[src/rtl/core/cst_pkg.sv]
`default_nettype none
package cst_pkg;

    // Register map (word index, byte address is 4 * index)
    localparam int unsigned REG_W       = 32;
    localparam int unsigned REG_COUNT   = 8;
    localparam int unsigned ADDR_W      = 5;

    typedef enum logic [2:0] {
        REG_ENTRY_0     = 3'd0,
        REG_ENTRY_1     = 3'd1,
        REG_ENTRY_2     = 3'd2,
        REG_ENTRY_3     = 3'd3,
        REG_DEF_TIMEOUT = 3'd4,
        REG_ACK_TIMEOUT = 3'd5,
        REG_RETRY_LIMIT = 3'd6,
        REG_ACK_COMMAND = 3'd7
    } t_reg_idx;

    // Command table entry layout
    localparam int unsigned ENTRY_W      = 28;
    localparam int unsigned ENT_VALID    = 8;
    localparam int unsigned ENT_NEED_ACK = 9;
    localparam int unsigned ENT_NEED_RSP = 10;
    localparam int unsigned ENT_EVENT    = 11;
    localparam int unsigned ENT_TMO_LO   = 12;

    localparam int unsigned ID_W   = 8;
    localparam int unsigned SEQ_W  = 8;
    localparam int unsigned TMR_W  = 16;
    localparam int unsigned ATT_W  = 8;

    // Stream payload widths
    localparam int unsigned IN_DATA_W  = 24;
    localparam int unsigned IN_USER_W  = 2;
    localparam int unsigned OUT_DATA_W = 16;
    localparam int unsigned OUT_USER_W = 3;

    typedef enum logic [1:0] {
        OP_SEND   = 2'd0,
        OP_PACKET = 2'd1,
        OP_TICK   = 2'd2,
        OP_NOP    = 2'd3
    } t_op;

    typedef enum logic [2:0] {
        KIND_SENT     = 3'd0,
        KIND_BUSY     = 3'd1,
        KIND_UNKNOWN  = 3'd2,
        KIND_NOTHING  = 3'd3,
        KIND_ACK      = 3'd4,
        KIND_EVENT    = 3'd5,
        KIND_RESPONSE = 3'd6,
        KIND_TIMEOUT  = 3'd7
    } t_kind;

    typedef struct packed {
        logic               busy;
        logic               acked;
        logic               awaiting;
        logic [SEQ_W-1:0]   pend_seq;
        logic [ID_W-1:0]    pend_cmd;
        logic [ATT_W-1:0]   attempts;
        logic [TMR_W-1:0]   rsp_cnt;
        logic [TMR_W-1:0]   ack_cnt;
    } t_session;

endpackage
`default_nettype wire

[src/rtl/core/command_session_tracker_core.sv]
// A result item appears on the master side in the cycle after its input item is taken.
// Throughput: one item per cycle while the master side takes results; the output register
//   frees as it is taken, so the slave side stays ready while a waiting result is consumed in the same cycle.
// Reset (i_rst_n, synchronous, active low): session idle, sequence counter and all
//   configuration registers cleared, no result pending.
`default_nettype none
module command_session_tracker_core #(
    parameter int unsigned TABLE_ENTRIES = 4
) (
    input  wire                             i_clk,
    input  wire                             i_rst_n,
    // Slave side
    input  wire                             s_axis_tvalid,
    output logic                            s_axis_tready,
    // [7:0] command_id, [15:8] packet_seq, [16] packet_nonempty, [23:17] zero
    input  wire [cst_pkg::IN_DATA_W-1:0]    s_axis_tdata,
    // [1:0] cmd
    input  wire [cst_pkg::IN_USER_W-1:0]    s_axis_tuser,
    // Master side
    output logic                            m_axis_tvalid,
    input  wire                             m_axis_tready,
    // [7:0] out_command, [15:8] out_seq
    output logic [cst_pkg::OUT_DATA_W-1:0]  m_axis_tdata,
    // [2:0] kind
    output logic [cst_pkg::OUT_USER_W-1:0]  m_axis_tuser,
    // Configuration port
    input  wire                             psel,
    input  wire                             penable,
    input  wire                             pwrite,
    input  wire [cst_pkg::ADDR_W-1:0]       paddr,
    input  wire [cst_pkg::REG_W-1:0]        pwdata,
    output logic [cst_pkg::REG_W-1:0]       prdata,
    output logic                            pready
);

    // ------------------------------------------------------------------
    // Configuration registers
    // ------------------------------------------------------------------
    logic [cst_pkg::ENTRY_W-1:0] r_entry [TABLE_ENTRIES];
    logic [cst_pkg::TMR_W-1:0]   r_def_tmo;
    logic [cst_pkg::TMR_W-1:0]   r_ack_tmo;
    logic [cst_pkg::ATT_W-1:0]   r_retry_limit;
    logic [cst_pkg::ID_W-1:0]    r_ack_cmd;

    logic       cfg_wr;
    logic [2:0] cfg_idx;

    assign pready  = 1'b1;
    assign cfg_wr  = psel & penable & pwrite & pready;
    assign cfg_idx = paddr[4:2];

    always_ff @(posedge i_clk) begin
        if (!i_rst_n) begin
            for (int i = 0; i < TABLE_ENTRIES; i++) begin
                r_entry[i] <= '0;
            end
            r_def_tmo     <= '0;
            r_ack_tmo     <= '0;
            r_retry_limit <= '0;
            r_ack_cmd     <= '0;
        end else if (cfg_wr) begin
            for (int i = 0; i < TABLE_ENTRIES; i++) begin
                if (cfg_idx == 3'(i)) begin
                    r_entry[i] <= pwdata[cst_pkg::ENTRY_W-1:0];
                end
            end
            unique case (cst_pkg::t_reg_idx'(cfg_idx))
                cst_pkg::REG_DEF_TIMEOUT: r_def_tmo     <= pwdata[cst_pkg::TMR_W-1:0];
                cst_pkg::REG_ACK_TIMEOUT: r_ack_tmo     <= pwdata[cst_pkg::TMR_W-1:0];
                cst_pkg::REG_RETRY_LIMIT: r_retry_limit <= pwdata[cst_pkg::ATT_W-1:0];
                cst_pkg::REG_ACK_COMMAND: r_ack_cmd     <= pwdata[cst_pkg::ID_W-1:0];
                default: ;  // table entries handled above
            endcase
        end
    end

    // Readback; table slots beyond the built entries read as zero
    always_comb begin
        prdata = '0;
        for (int i = 0; i < TABLE_ENTRIES; i++) begin
            if (cfg_idx == 3'(i)) begin
                prdata = cst_pkg::REG_W'(r_entry[i]);
            end
        end
        unique case (cst_pkg::t_reg_idx'(cfg_idx))
            cst_pkg::REG_DEF_TIMEOUT: prdata = cst_pkg::REG_W'(r_def_tmo);
            cst_pkg::REG_ACK_TIMEOUT: prdata = cst_pkg::REG_W'(r_ack_tmo);
            cst_pkg::REG_RETRY_LIMIT: prdata = cst_pkg::REG_W'(r_retry_limit);
            cst_pkg::REG_ACK_COMMAND: prdata = cst_pkg::REG_W'(r_ack_cmd);
            default: ;
        endcase
    end

    // ------------------------------------------------------------------
    // Input field unpack
    // ------------------------------------------------------------------
    cst_pkg::t_op               in_op;
    logic [cst_pkg::ID_W-1:0]   in_id;
    logic [cst_pkg::SEQ_W-1:0]  in_seq;
    logic                       in_nonempty;

    assign in_op       = cst_pkg::t_op'(s_axis_tuser);
    assign in_id       = s_axis_tdata[7:0];
    assign in_seq      = s_axis_tdata[15:8];
    assign in_nonempty = s_axis_tdata[16];

    // ------------------------------------------------------------------
    // Table lookup: parallel compares, lowest valid match wins
    // ------------------------------------------------------------------
    logic                           lk_hit;
    logic [cst_pkg::ENTRY_W-1:0]    lk_entry;

    always_comb begin
        lk_hit   = 1'b0;
        lk_entry = '0;
        // walk from the top so the lowest matching slot is the last to assign
        for (int i = TABLE_ENTRIES - 1; i >= 0; i--) begin
            if (r_entry[i][cst_pkg::ENT_VALID] && r_entry[i][7:0] == in_id) begin
                lk_hit   = 1'b1;
                lk_entry = r_entry[i];
            end
        end
    end

    // ------------------------------------------------------------------
    // Session state and per-item update
    // ------------------------------------------------------------------
    cst_pkg::t_session          r_sess, n_sess;
    logic [cst_pkg::SEQ_W-1:0]  r_next_seq, n_next_seq;

    cst_pkg::t_kind             res_kind;
    logic [cst_pkg::ID_W-1:0]   res_cmd;
    logic [cst_pkg::SEQ_W-1:0]  res_seq;

    logic [cst_pkg::TMR_W-1:0]  ent_tmo;
    logic [cst_pkg::TMR_W-1:0]  rsp_dec;
    logic [cst_pkg::TMR_W-1:0]  ack_dec;
    logic                       need_ack;

    assign ent_tmo  = lk_entry[cst_pkg::ENT_TMO_LO +: cst_pkg::TMR_W];
    assign need_ack = lk_entry[cst_pkg::ENT_NEED_ACK];
    // countdowns for the tick path; rsp_dec saturates at zero, ack_dec is used only while ack_cnt is nonzero
    assign rsp_dec  = (r_sess.rsp_cnt != '0) ? r_sess.rsp_cnt - 1'b1 : '0;
    assign ack_dec  = r_sess.ack_cnt - 1'b1;

    always_comb begin
        n_sess     = r_sess;
        n_next_seq = r_next_seq;
        res_kind   = cst_pkg::KIND_NOTHING;
        res_cmd    = '0;
        res_seq    = '0;

        case (in_op)
            cst_pkg::OP_SEND: begin
                if (r_sess.busy) begin
                    res_kind = cst_pkg::KIND_BUSY;
                    res_cmd  = in_id;
                end else if (!lk_hit) begin
                    res_kind = cst_pkg::KIND_UNKNOWN;
                    res_cmd  = in_id;
                end else begin
                    // open the session and hand out the next sequence number
                    n_sess.busy     = 1'b1;
                    n_sess.acked    = ~need_ack;
                    n_sess.awaiting = lk_entry[cst_pkg::ENT_NEED_RSP];
                    n_sess.pend_seq = r_next_seq;
                    n_sess.pend_cmd = in_id;
                    n_sess.attempts = cst_pkg::ATT_W'(1);
                    n_sess.rsp_cnt  = (ent_tmo != '0) ? ent_tmo : r_def_tmo;
                    n_sess.ack_cnt  = need_ack ? r_ack_tmo : '0;
                    n_next_seq      = r_next_seq + 1'b1;
                    res_kind        = cst_pkg::KIND_SENT;
                    res_cmd         = in_id;
                    res_seq         = r_next_seq;
                end
            end

            cst_pkg::OP_PACKET: begin
                if (!in_nonempty) begin
                    res_kind = cst_pkg::KIND_NOTHING;
                end else if (in_id == r_ack_cmd) begin
                    // acknowledge packets bypass the table
                    if (r_sess.busy && in_seq == r_sess.pend_seq) begin
                        res_kind     = cst_pkg::KIND_ACK;
                        res_cmd      = r_sess.pend_cmd;
                        res_seq      = in_seq;
                        n_sess.acked = 1'b1;
                        if (!r_sess.awaiting) begin
                            n_sess = '0;
                        end
                    end
                end else if (lk_hit && lk_entry[cst_pkg::ENT_EVENT]) begin
                    res_kind = cst_pkg::KIND_EVENT;
                    res_cmd  = in_id;
                    res_seq  = in_seq;
                end else if (r_sess.busy && in_seq == r_sess.pend_seq
                             && in_id == r_sess.pend_cmd) begin
                    res_kind = cst_pkg::KIND_RESPONSE;
                    res_cmd  = in_id;
                    res_seq  = in_seq;
                    n_sess   = '0;
                end
            end

            cst_pkg::OP_TICK: begin
                if (r_sess.busy) begin
                    n_sess.rsp_cnt = rsp_dec;
                    if (!r_sess.acked && r_sess.ack_cnt != '0) begin
                        n_sess.ack_cnt = ack_dec;
                        if (ack_dec == '0) begin
                            if (r_sess.attempts < r_retry_limit) begin
                                // count the retry and rearm the ack timer
                                n_sess.attempts = r_sess.attempts + 1'b1;
                                n_sess.ack_cnt  = r_ack_tmo;
                            end else begin
                                res_kind = cst_pkg::KIND_TIMEOUT;
                            end
                        end
                    end
                    if (rsp_dec == '0) begin
                        res_kind = cst_pkg::KIND_TIMEOUT;
                    end
                    if (res_kind == cst_pkg::KIND_TIMEOUT) begin
                        res_cmd = r_sess.pend_cmd;
                        res_seq = r_sess.pend_seq;
                        n_sess  = '0;
                    end
                end
            end

            default: ;  // no operation
        endcase
    end

    // ------------------------------------------------------------------
    // Handshake and result register
    // ------------------------------------------------------------------
    logic in_take;

    // take a new item whenever the result register is empty or draining
    assign s_axis_tready = ~m_axis_tvalid | m_axis_tready;
    assign in_take       = s_axis_tvalid & s_axis_tready;

    always_ff @(posedge i_clk) begin
        if (!i_rst_n) begin
            r_sess        <= '0;
            r_next_seq    <= '0;
            m_axis_tvalid <= 1'b0;
        end else begin
            if (in_take) begin
                r_sess     <= n_sess;
                r_next_seq <= n_next_seq;
            end
            if (in_take) begin
                m_axis_tvalid <= 1'b1;
            end else if (m_axis_tready) begin
                m_axis_tvalid <= 1'b0;
            end
        end
    end

    // payload needs no reset
    always_ff @(posedge i_clk) begin
        if (in_take) begin
            m_axis_tdata <= {res_seq, res_cmd};
            m_axis_tuser <= res_kind;
        end
    end

endmodule
`default_nettype wire

[config.mk]
export PLATFORM = sky130hd
export DESIGN_NAME = command_session_tracker_core
export DESIGN_NICKNAME = d
export VERILOG_FILES = /design/src/rtl/core/cst_pkg.sv /design/src/rtl/core/command_session_tracker_core.sv
export SDC_FILE = /design/constraint.sdc
export NUM_CORES = 1
export LEC_CHECK = 0
export BUFFER_PORTS_ARGS = -buffer_cell sky130_fd_sc_hd__clkbuf_2
export CORE_AREA = 2 2 180 182
export DETAILED_ROUTE_END_ITERATION = 10
export DIE_AREA = 0 0 182 184
export PLACE_DENSITY_LB_ADDON = 0.15
export SYNTH_ARGS = -nofsm -noshare
export SYNTH_HDL_FRONTEND = slang
export SYNTH_SLANG_ARGS = --single-unit
export TNS_END_PERCENT = 20
[constraint.sdc]
create_clock -name i_clk -period 5.95 [get_ports i_clk]
set_input_delay 0.8925 -clock i_clk [delete_from_list [all_inputs] [get_ports i_clk]]
set_output_delay 0.8925 -clock i_clk [all_outputs]
set_load 0.005 [all_outputs]
==> flow_summary.yaml <==
outcome:
  outcome: "complete, no violations"
power_and_ir_drop:
  leakage_nw: 5.765
  power_density_nw_per_um2: 269.6
  max-vdd-ir-drop_v: 0.0002398
global_routing:
  grt_use_total: 0.2518
  antenna_found_initial: 0
  grt_pass1_wl_um: 65580
  gr-total-overflow: 0
  grt_max_degree: 94
  grt_pass1_vias: 11060
timing:
  tightest_slew_ps: 1185
  fmax_mhz: 230.3
  rsz0062_at_grt: "false"
  fin_crit_sh: 0.7299
  setup_viol: 0
  slew_violations: 0
  hold_violations: 0
  final.setup_skew_ps: 14.10
  period_minus_slack_ps: 4343
  slew_headroom: 0.2040
  holdWs_ps: 477.1
  final.setup.tns_ps: 0
route:
  vias: 11670
  drt_iter0_markers: 1009
  drtPass1Iterations: 5
  routed_wl_um: 42660
  vias_per_cell: 6.063
  final_antenna_net_count: 0
  post_drt_wl_per_cell_um: 22.17
  drc_errors: 0
finish:
  fill_cells: 2934
  nNetsFinal: 1588
  fin_area_um2: 16020
  final_cell_mix: "nand2_1 (147), edfxtp_1 (131), and2_1 (121), dfxtp_1 (116), clkbuf_2 (104)"
  fin_cells: 1924
  areaGrowthSynthToFinish_pct: 13.71
  register_area_um2: 6256
  utilization: 0.5102
  diodes: 0
  multi_input_area_um2: 7289
  drive_gt1_frac: 0.1754
  layout_commonest_cell: "nand2_1"
synth:
  async_reset_ff_frac: 0
  avgSynthCellArea_um2: 9.809
  ys_types: 82
  yosys_warnings: 0
  ys_ff_latch: 247
  synth_edf_count: 131
  mappedNetlistArea_um2: 14090
  syn_inst: 1436
  ys.flop_type: "edfxtp_1"
  yosysSeqAreaShare: 0.4441
floorplanning:
  die_w_um: 182
  die-area_um2: 33490
  pin_count: 124
  die_y_um: 184
  row_count: 65
  start_util: 0.4487
  core-area_um2: 31390
critical_path:
  slowest_delay_ps: 1030
  cpMostUsedCell: "a221oi_1"
  end_kind: "flip-flop"
  crit_required_ps: 6400
  worstSetupStartpointType: "primary input"
  crit_chain: "clkbuf_2 -> xor2_2 -> nor4_4 -> and3_1 -> buf_4 -> a221oi_1 -> o21ai_0 -> a32o_1 -> a221oi_1 -> a211oi_1"
  cp_max_fo: 16
  crit_arrival_ps: 4790
  cp_slowest_cell: "nor4_4"
  path_class: "primary input to flip-flop"
clocking:
  cts_root_buf: "clkbuf_16"
  cts_made_buffers: 29
  cts_tree: "built"
  insertion_delay_ps: 550
  cts_hold_buffers: 0
  cts.reportedPaths.clkPinSlew_ps: 60
  clock_sinks: 247
  cts_resized: 0
  ctsHtreeMaxLevel: 1
  cts_buffer_depth: 3
  cts_setup_buffers: 0
placement:
  port_buffers: 105
  gp_congestion: 0.9016
  dp.cells: 1871
  dp_hpwl_um: 29480
  placed_cell_area_um2: 14960
hold_path:
  hold_class: "flip-flop to flip-flop"
run:
  cap_viol_max_count: 0
==> worst max-delay path: cells and delay by family <==
kind | cells | cell delay, ps
AO/OA/AOI/OAI | 5 | 1760
XOR/XNOR | 1 | 210
AND/OR/NAND/NOR | 2 | 1450
buffers and inverters | 2 | 450
==> cells by family (layout without fill, tap and decap cells) <==
group	count (synthesis)	in the layout	share of synthesized area
simple gates	560	560	0.2111
mux	75	75	0.08598
flops	247	247	0.4441
other cells	2	5	0.0005332
buf+inv	148	231	0.04370
compound gates	312	312	0.1515
xor+xnor	74	74	0.04708
fa+ha+maj	18	18	0.01599
==> area by class of cell <==
cell class                      instances  share of cell area
Inverter                               44             0.01031
Tap cell                              402             0.03140
Sequential cell                       247              0.3906
Timing Repair Buffer                  134             0.04640
Clock buffer                           33             0.04945
Clock inverter                         20             0.01679
Multi-Input combinational cell       1044              0.4551
==> synthesized netlist by cell type (5+ instances only) <==
master	number	area, um2
edfxtp_1	131	3934
buf_4	7	52.55
a211oi_1	8	60.06
o31ai_1	13	97.59
a21oi_1	89	445.4
buf_2	15	75.07
a222oi_1	8	80.08
a31oi_1	13	81.33
or4_1	6	45.04
inv_1	44	165.2
nand2b_1	11	68.82
dfxtp_1	116	2322
buf_1	5	18.77
nand4b_1	5	43.79
and2_1	121	757.0
or2_2	6	37.54
a311oi_1	9	78.83
o21ai_0	42	210.2
nor3_1	19	95.09
xnor2_1	32	280.3
a22oi_1	18	135.1
and3_1	7	43.79
clkbuf_1	75	281.5
a32o_1	9	90.09
nor2_1	92	345.3
nand2_1	147	551.8
o22ai_1	20	125.1
or3_1	8	50.05
xor2_1	40	350.3
nand3_1	44	220.2
nor3_2	6	60.06
mux2i_1	31	310.3
a221oi_1	10	87.58
nor4_1	16	100.1
ha_1	18	225.2
and4_1	11	96.34
a2bb2oi_1	5	43.79
o211ai_1	5	37.54
mux4_2	36	810.8
o21a_1	10	75.07
nand4_1	24	150.1
mux2_2	8	90.09
nor2b_1	16	100.1
o311ai_0	11	96.34
==> per-layer routing <==
layer / global-route usage / share of wire / up-vias
met3: 0.03031 / 0.072 / 78
met5: 0 / 0 / -
met2: 0.4221 / 0.47 / 461
li1: - / - / 5427
met4: 0.07258 / 0.029 / 0
met1: 0.3441 / 0.43 / 5700
==> stage by stage <==
stage,setup WS [ps],power [mW]
2_1_floorplan,1743,2.224
3_3_place_gp,1171,2.381
3_5_place_dp,1170,2.386
4_1_cts,1717,4.334
5_1_grt,1275,4.449
6_report,1607,4.318
==> final timing paths <==
kind	from	end	slack, ps	cells past startpoint
setup / recovery	s_axis_tdata[6]	r_sess[0]$_SDFFE_PN0P_	1610	10
hold / removal	r_def_tmo[14]$_SDFFE_PN0P_	r_def_tmo[14]$_SDFFE_PN0P_	480	2
setup reg to reg	r_sess[0]$_SDFFE_PN0P_	r_sess[53]$_SDFFE_PN0P_	1700	11
hold reg to reg	r_def_tmo[14]$_SDFFE_PN0P_	r_def_tmo[14]$_SDFFE_PN0P_	480	2
==> registers in the layout (all words and copies together), names as in the netlist <==
signal / flops
r_sess: 59
m_axis_tuser: 3
r_def_tmo: 16
r_entry: 112
m_axis_tvalid: 1
r_ack_cmd: 8
r_retry_limit: 8
m_axis_tdata: 16
r_next_seq: 8
r_ack_tmo: 16
==> where the power goes <==
part	switching [mW]	internal [mW]	leakage (nW)	total, mW
registers	0.0420	1.86	2.19	1.90
logic	0.286	0.173	3.06	0.459
clock network	0.748	1.21	0.516	1.96
total	1.08	3.24	5.76	4.32
(Power assumes the default switching activity.)
